File: config.mk
export PLATFORM = sky130hd
export DESIGN_NAME = windowed_threshold_zero_suppress
export DESIGN_NICKNAME = d
export VERILOG_FILES = /design/src/rtl/wtzs_pkg.sv /design/src/rtl/wtzs_ctrl.sv /design/src/rtl/wtzs_datapath.sv /design/src/rtl/windowed_threshold_zero_suppress.sv
export SDC_FILE = /design/constraint.sdc
export NUM_CORES = 1
export LEC_CHECK = 0
export BUFFER_PORTS_ARGS = -buffer_cell sky130_fd_sc_hd__buf_2
export CORE_ASPECT_RATIO = 0.75
export CORE_MARGIN = 2
export CORE_UTILIZATION = 50
export DETAILED_ROUTE_END_ITERATION = 8
export HOLD_SLACK_MARGIN = 0.12
export PLACE_DENSITY = 0.67
export SYNTH_ARGS = -nofsm -noshare
export SYNTH_HDL_FRONTEND = slang
export SYNTH_HIERARCHICAL = 1
export SYNTH_SLANG_ARGS = --single-unit
export TNS_END_PERCENT = 30
File: constraint.sdc
create_clock -name clk -period 10.7 [get_ports clk]
set_clock_uncertainty 0.15 [all_clocks]
set_input_delay 2.14 -clock clk [delete_from_list [all_inputs] [get_ports clk]]
set_output_delay 2.14 -clock clk [all_outputs]
set_load 0.05 [all_outputs]
File: src/rtl/wtzs_pkg.sv
// ----------------------------------------------------------------------------
// wtzs_pkg
// Shared constants and the control/status bundles of the windowed threshold
// zero-suppression block.
// ----------------------------------------------------------------------------
package wtzs_pkg;

  localparam int CODE_W      = 14;
  localparam int POS_W       = 14;
  localparam int HALF_WINDOW = 20;
  localparam int FRAME_DEPTH = 16384;

  // Samples held back so that the hits after them can be seen.
  localparam int LINE_DEPTH  = HALF_WINDOW - 1;
  // Line length including the slot for the newest sample.
  localparam int LINE_LEN    = HALF_WINDOW;
  localparam int FILL_W      = $clog2(LINE_LEN + 1);
  localparam int NO_HIT      = 2 * HALF_WINDOW;
  localparam int SLH_W       = $clog2(NO_HIT + 1);
  localparam int KEEP_W      = SLH_W + 1;

  localparam logic [POS_W-1:0] POS_LAST = POS_W'(FRAME_DEPTH - 1);

  localparam int IN_TDATA_W  = ((CODE_W + 7) / 8) * 8;
  localparam int OUT_TDATA_W = ((CODE_W + POS_W + 7) / 8) * 8;

  // Commands from the controller to the datapath.
  typedef struct packed {
    logic take;         // input transaction accepted this cycle
    logic flush_emit;   // emit the oldest waiting sample during a flush
    logic flush_done;   // flush is over, clear the hit history
  } wtzs_cmd_t;

  // Status from the datapath to the controller.
  typedef struct packed {
    logic end_now;      // the offered sample closes the frame
    logic out_free;     // output register can take a result this cycle
    logic flush_keep;   // oldest waiting sample lies in a hit window
    logic flush_last;   // it is also the last sample to be kept
  } wtzs_stat_t;

endpackage

File: src/rtl/wtzs_ctrl.sv
// ----------------------------------------------------------------------------
// wtzs_ctrl
// Controller: streams samples in, then drains the lookahead line at frame end.
// ----------------------------------------------------------------------------
module wtzs_ctrl (
  input  logic                clk,
  input  logic                rst,
  input  logic                in_valid,
  output logic                in_ready,
  input  wtzs_pkg::wtzs_stat_t stat,
  output wtzs_pkg::wtzs_cmd_t  cmd
);
  import wtzs_pkg::*;

  typedef enum logic [1:0] {
    ST_RUN   = 2'b01,
    ST_FLUSH = 2'b10
  } state_t;

  state_t state;
  state_t state_next;

  always_comb begin
    in_ready       = (state == ST_RUN) && stat.out_free;
    cmd.take       = in_valid && in_ready;
    cmd.flush_emit = 1'b0;
    cmd.flush_done = 1'b0;
    state_next     = state;
    case (state)
      ST_RUN: begin
        if (cmd.take && stat.end_now) begin
          state_next = ST_FLUSH;
        end
      end
      ST_FLUSH: begin
        // Kept samples form a prefix of the line, so the first sample that
        // is not kept ends the flush.
        if (!stat.flush_keep) begin
          cmd.flush_done = 1'b1;
          state_next     = ST_RUN;
        end else if (stat.out_free) begin
          cmd.flush_emit = 1'b1;
          if (stat.flush_last) begin
            cmd.flush_done = 1'b1;
            state_next     = ST_RUN;
          end
        end
      end
      default: begin
        state_next = ST_RUN;
      end
    endcase
  end

  always_ff @(posedge clk) begin
    if (rst) begin
      state <= ST_RUN;
    end else begin
      state <= state_next;
    end
  end

endmodule

File: src/rtl/wtzs_datapath.sv
// ----------------------------------------------------------------------------
// wtzs_datapath
// Lookahead line, hit distance tracking, frame position and output register.
// ----------------------------------------------------------------------------
module wtzs_datapath (
  input  logic                                 clk,
  input  logic                                 rst,
  input  logic                                 cfg_we,
  input  logic signed [wtzs_pkg::CODE_W-1:0]   cfg_wdata,
  input  logic signed [wtzs_pkg::CODE_W-1:0]   in_sample,
  input  logic                                 in_last,
  input  wtzs_pkg::wtzs_cmd_t                   cmd,
  output wtzs_pkg::wtzs_stat_t                  stat,
  output logic                                 out_valid,
  input  logic                                 out_ready,
  output logic signed [wtzs_pkg::CODE_W-1:0]   out_sample,
  output logic        [wtzs_pkg::POS_W-1:0]    out_pos,
  output logic                                 out_last
);
  import wtzs_pkg::*;

  logic signed [CODE_W-1:0] threshold;
  logic signed [CODE_W-1:0] line [LINE_LEN];
  logic [FILL_W-1:0]        fill;
  logic [SLH_W-1:0]         slh;
  logic [SLH_W-1:0]         slh_next;
  logic [POS_W-1:0]         frame_index;
  logic [FILL_W-1:0]        remain;
  logic [POS_W-1:0]         flush_pos;
  logic                     hit;
  logic                     line_full;
  logic                     run_emit;

  assign hit       = in_sample <= threshold;
  assign line_full = fill == FILL_W'(LINE_DEPTH);

  always_comb begin
    if (hit) begin
      slh_next = '0;
    end else if (slh < SLH_W'(NO_HIT)) begin
      slh_next = slh + SLH_W'(1);
    end else begin
      slh_next = slh;
    end
  end

  assign stat.end_now    = in_last || (frame_index == POS_LAST);
  assign stat.out_free   = !out_valid || out_ready;
  // Oldest waiting sample has age remain-1; it is kept when the latest hit
  // is no farther back than age plus the half window.
  assign stat.flush_keep = KEEP_W'(slh) <=
                           KEEP_W'(remain) + KEEP_W'(HALF_WINDOW - 1);
  assign stat.flush_last = (remain == FILL_W'(1)) ||
                           (KEEP_W'(slh) > KEEP_W'(remain) + KEEP_W'(HALF_WINDOW - 2));

  assign run_emit = cmd.take && !stat.end_now && line_full &&
                    (slh_next <= SLH_W'(LINE_DEPTH + HALF_WINDOW));

  always_ff @(posedge clk) begin
    if (rst) begin
      threshold <= -(CODE_W'(1) <<< (CODE_W - 1));
    end else if (cfg_we) begin
      threshold <= cfg_wdata;
    end
  end

  // Lookahead line: shifts toward index 0 as samples leave.
  always_ff @(posedge clk) begin
    if (cmd.take) begin
      if (!stat.end_now && line_full) begin
        for (int i = 0; i < LINE_DEPTH - 1; i++) begin
          line[i] <= line[i+1];
        end
        line[LINE_DEPTH-1] <= in_sample;
      end else begin
        for (int i = 0; i < LINE_LEN; i++) begin
          if (fill == FILL_W'(i)) begin
            line[i] <= in_sample;
          end
        end
      end
    end else if (cmd.flush_emit) begin
      for (int i = 0; i < LINE_LEN - 1; i++) begin
        line[i] <= line[i+1];
      end
    end
  end

  always_ff @(posedge clk) begin
    if (rst) begin
      fill        <= '0;
      slh         <= SLH_W'(NO_HIT);
      frame_index <= '0;
      remain      <= '0;
    end else begin
      if (cmd.take) begin
        slh <= slh_next;
        if (stat.end_now) begin
          remain      <= fill + FILL_W'(1);
          fill        <= '0;
          frame_index <= '0;
        end else begin
          if (!line_full) begin
            fill <= fill + FILL_W'(1);
          end
          frame_index <= frame_index + POS_W'(1);
        end
      end
      if (cmd.flush_done) begin
        slh    <= SLH_W'(NO_HIT);
        remain <= '0;
      end else if (cmd.flush_emit) begin
        remain <= remain - FILL_W'(1);
      end
    end
  end

  always_ff @(posedge clk) begin
    if (cmd.take && stat.end_now) begin
      flush_pos <= frame_index - POS_W'(fill);
    end else if (cmd.flush_emit) begin
      flush_pos <= flush_pos + POS_W'(1);
    end
  end

  always_ff @(posedge clk) begin
    if (rst) begin
      out_valid <= 1'b0;
    end else if (run_emit || cmd.flush_emit) begin
      out_valid <= 1'b1;
    end else if (out_ready) begin
      out_valid <= 1'b0;
    end
  end

  always_ff @(posedge clk) begin
    if (run_emit) begin
      out_sample <= line[0];
      out_pos    <= frame_index - POS_W'(LINE_DEPTH);
      out_last   <= 1'b1;
    end else if (cmd.flush_emit) begin
      out_sample <= line[0];
      out_pos    <= flush_pos;
      out_last   <= stat.flush_last;
    end
  end

  a_fill_range: assert property (@(posedge clk) disable iff (rst)
    fill <= FILL_W'(LINE_DEPTH))
    else $error("lookahead fill count beyond line depth");

  a_emit_needs_slot: assert property (@(posedge clk) disable iff (rst)
    (run_emit || cmd.flush_emit) |-> stat.out_free)
    else $error("result loaded while output register still occupied");

  a_flush_has_data: assert property (@(posedge clk) disable iff (rst)
    cmd.flush_emit |-> (remain != '0) && (fill == '0))
    else $error("flush emits from an empty line");

  a_flush_clears: assert property (@(posedge clk) disable iff (rst)
    cmd.flush_done |=> (slh == SLH_W'(NO_HIT)) && (remain == '0))
    else $error("hit history not cleared after flush");

endmodule

File: src/rtl/windowed_threshold_zero_suppress.sv
// ----------------------------------------------------------------------------
// windowed_threshold_zero_suppress
// Zero suppression of an ADC sample frame around threshold hits.
// ----------------------------------------------------------------------------
// Samples stream in one per transaction, and a sample accepted on the input
// can be taken every clock while a frame runs and the output register has
// room. A sample is a hit when its signed code is at or below hit_threshold;
// sample i is passed on when any sample from i-20 through i+19 of the same
// frame is a hit. To see ahead, the block holds back 19 samples, so a kept
// sample leaves 19 transactions after it came in, with its frame position.
// The transaction with tlast set (or the 16384th sample of a frame) closes
// the frame: the input then stalls while the line drains its kept samples in
// order, up to the first sample outside every window. The output register is
// the only coupling to a slow consumer: outside the drain the input is ready
// whenever that register is empty or being read in the same cycle. The
// threshold register may only be written while no frame is in progress.
// ----------------------------------------------------------------------------
module windowed_threshold_zero_suppress (
  input  logic                                clk,
  input  logic                                rst,
  // Threshold register write port.
  input  logic                                cfg_we,
  input  logic [wtzs_pkg::CODE_W-1:0]         cfg_wdata,
  // Sample input.
  input  logic                                s_axis_tvalid,
  output logic                                s_axis_tready,
  input  logic [wtzs_pkg::IN_TDATA_W-1:0]     s_axis_tdata,  // [13:0] sample_code
  input  logic                                s_axis_tlast,  // frame_end
  // Kept samples.
  output logic                                m_axis_tvalid,
  input  logic                                m_axis_tready,
  output logic [wtzs_pkg::OUT_TDATA_W-1:0]    m_axis_tdata,  // [13:0] kept_sample,
                                                              // [27:14] sample_position
  output logic                                m_axis_tlast   // run_last
);
  import wtzs_pkg::*;

  wtzs_cmd_t                cmd;
  wtzs_stat_t               stat;
  logic signed [CODE_W-1:0] out_sample;
  logic [POS_W-1:0]         out_pos;

  // The controller decides when a sample is taken and steps the frame-end
  // drain; the datapath holds all the sample and position state.
  wtzs_ctrl u_ctrl (
    .clk      (clk),
    .rst      (rst),
    .in_valid (s_axis_tvalid),
    .in_ready (s_axis_tready),
    .stat     (stat),
    .cmd      (cmd)
  );

  wtzs_datapath u_datapath (
    .clk        (clk),
    .rst        (rst),
    .cfg_we     (cfg_we),
    .cfg_wdata  (cfg_wdata),
    .in_sample  (s_axis_tdata[CODE_W-1:0]),
    .in_last    (s_axis_tlast),
    .cmd        (cmd),
    .stat       (stat),
    .out_valid  (m_axis_tvalid),
    .out_ready  (m_axis_tready),
    .out_sample (out_sample),
    .out_pos    (out_pos),
    .out_last   (m_axis_tlast)
  );

  // Pack the result: sample code in the low bits, position above it, and
  // zeros up to the byte boundary.
  assign m_axis_tdata = {{(OUT_TDATA_W - CODE_W - POS_W){1'b0}}, out_pos, out_sample};

endmodule

==> summary.txt <==
N_diodes -> 0
Initial Utilization -> 51.03%
Syn-to-layout area delta -> 10.75%
Hold Path Sink -> u_datapath/out_sample[5]
Die extent in y -> 164.7 um
Resized Gates After CTS -> 0
Synth top area share -> 56.15%
Slew Viols, Final -> 0
Post-DRT Antenna Nets -> 0
TNS Setup -> 0 ns
Total Routing Usage GR -> 19.50%
First-pass GRT wire length -> 54.97 mm
Startpoint types -> input port
Worst-path maximum fanout -> 28
Area leader, netlist -> edfxtp_1
Num CTS Buffers -> 37
Fill cells -> 2,728
Placed insts -> 1,740
Largest net degree at the start of global routing -> 30
Nets -> 1,411
CTS tree -> yes
Final setup viols -> 0
Tightest Pin Transition -> 1.359 ns
Req. time, crit path -> 10.69 ns
Drt initial violations -> 710
Max cap viols -> 0
Worst hold-check path type -> reg2reg
Die X -> 218.3 um
Via-per-instance ratio -> 5.597
WP data arrival -> 5.32 ns
Core area -> 33,740 um^2
CTS Sinks -> 370
Initial antenna violation count -> 1
Worst slew margin -> 9.079%
Total die area -> 35,950 um^2
Top cells by area, synth -> edfxtp_1, mux2_2, dfxtp_1, ha_1, nand2_1
CP endpoint kind -> register
Yosys reg bits -> 370
Async S/R FF share, synth -> 0%
Gr ovfl total -> 0
Longest Clk Path Bufs -> 3
Setup Fix Bufs, Post-CTS -> 0
Crit Path Class -> in2reg
Cts hold-fix bufs -> 0
Synth Instances -> 1,283
EDFF count, synth -> 322
Post-Route WL -> 33.66 mm
Final instance count without filler cells -> 1,805
Hold-critical path depth -> 0
Status -> finished, final reports clean
Syn. warnings -> 6
Post-synth cell types -> 64
Critical R2R Capture -> u_datapath/line[0][155]
Htree depth -> 2
Leakage power -> 6.647 nW
R2r worst-path depth -> 16
Final period util -> 49.76%
DRC -> 0
Initial DRT Pass Iterations -> 5
Layout cell share with drive strength beyond 1 -> 27.90%
Reg2reg start -> u_datapath/remain[0]
R2R Setup Slk -> 5.95 ns
Minimum clock period -> 5.324 ns
I/O Buffers -> 64
Clock-pin slew on the worst setup and hold paths -> 0.06 ns
Worst skew pair latency -> 0.54 ns
Final Wtd Congestion -> 0.8172
Fraction of the yosys area taken by sequential cells -> 61.74%
Detailed Place HPWL -> 22.75 mm
I/O pin cnt -> 71
Fmax -> 187.8 MHz
Maximum vdd drop -> 0.0001189 V
Vias in the first global route -> 9,842
Mapped cell area -> 17,220 um^2
Syn avg cell area -> 13.42 um^2
Root Driver -> clkbuf_16
Hold Vio Cnt, Final -> 0
Via count -> 10,100
RSZ-0062 raised after global routing -> no
Hold Crit Start -> u_datapath/line[0][5]
Drt wl/cell -> 18.65 um
Num rows -> 58
Ys flop type -> edfxtp_1
Pwr Density -> 158.0 nW/um^2
## critical path: stages
cell and delay, ns:
buf_2 0.22, ha_1 0.52, nand4_1 0.23, nor2_1 0.33, a41oi_1 0.26, a31oi_1 0.38, o21ai_2 0.11, buf_4 0.23
nand2_1 0.86
## per-stage QoR
stage                     util, %  hold slack, ns  power, mW  setup slack (ns)  instance area [um^2]
after floorplan                 -          0.2503      1.716             5.764                 17230
after global placement      53.03          0.2556      1.763             4.944                 17890
after detailed placement    53.03          0.2545      1.767             4.859                 17890
after CTS                   56.51          0.2685      3.044             5.427                 19070
after global routing        56.51          0.2722      3.118             5.090                 19070
final                       56.51          0.2667      3.012             5.376                 19070
## synthesized netlist by cell type, types with 2 or more instances
master and instances:
a31oi_1 10, nand2b_1 3, dfxtp_1 48, o41ai_1 2, buf_4 4, o211ai_1 2
nand3_1 27, o31ai_1 6, xor2_1 23, o21ai_0 64, nand2_1 136, nand4b_1 2
edfxtp_1 322, ha_1 45, nor3_2 3, buf_2 17, a21oi_1 21, or2_2 3
o21a_1 2, nor2_1 78, a21boi_0 4, xnor2_1 28, mux2_2 232, a41oi_1 2
inv_1 40, nor3_1 16, buf_6 2, nor3b_1 2, a41o_1 2, and3_1 6
clkbuf_1 46, a21o_1 4, nand4_1 10, nor4_1 6, a211oi_1 5, mux2i_1 16
nor2b_1 6, or4_1 2, o22ai_1 4, buf_1 4, and4_1 5
## worst max path at each step
stage | start | to | slack (ns) | cells after the start
finish | s_axis_tdata[13] | u_datapath/out_sample[11] | 5.38 | 9
global route | s_axis_tdata[13] | u_datapath/out_pos[10] | 5.09 | 9
CTS | s_axis_tdata[13] | u_datapath/out_sample[11] | 5.43 | 9
detailed placement | s_axis_tdata[13] | u_datapath/out_sample[8] | 4.86 | 9
global placement | s_axis_tdata[13] | u_datapath/out_sample[8] | 4.94 | 9
floorplan | s_axis_tdata[13] | u_datapath/out_pos[0] | 5.76 | 9
## cell type report
class                   instances  area [um^2]  share of cell area (%)
repair buffers                 77        417.9                   2.191
inverters                      40        150.1                  0.7873
clock inverters                17        166.4                  0.8726
well taps                     450        563.0                   2.952
multi-input cells             803         6133                   32.16
flip-flops and latches        370        10630                   55.74
clock buffers                  48         1010                   5.295
## power by group
part / internal (mW) / switching [mW]
logic: 0.0523 / 0.0993
clock network: 0.740 / 0.535
registers: 1.57 / 0.0131
total: 2.37 / 0.647
## state kept, by name, summed over array words and instances, names as in the netlist, 2 cells and up
signal	flops
u_datapath/flush_pos	14
u_datapath/slh	6
u_datapath/out_pos	14
u_datapath/frame_index	14
u_datapath/out_sample	14
u_datapath/fill	5
u_datapath/remain	5
u_datapath/threshold	14
u_datapath/line	280
u_ctrl/state	2
## metal layers
metal  GRT usage [%]  part of all wire [%]  vias up
met3           3.278                   4.9       53
met1           28.88                    49     4974
met4           4.762                   1.6        2
li1                -                     -     4834
met2           30.04                    44      239
met5               0                 0.039        -
## logic make-up (layout without fill, tap and decap cells)
family,after synthesis,after routing,synth area share [%]
muxes,249,249,16.17
xor gates and xnor gates,51,51,2.594
buffers and inverters,113,182,2.761
and+or+nand+nor,314,314,8.415
adders and majority gates,46,46,3.386
AOI/OAI and AO/OA,139,139,4.919
DFF,370,370,61.74
other,1,4,0.02178
## placed cells by master (no fill, tap or decap), drive strengths merged, types with 16 or more instances in the layout
cell type  count
inv           42
a21oi         22
xor2          23
clkbuf        48
mux2i         16
nand2        136
ha            45
edfxtp       322
nand3         27
mux2         233
nor2          78
dfxtp         48
nor3          20
buf           77
o21ai         65
xnor2         28
Note: power is estimated with default switching activity, not from simulation.
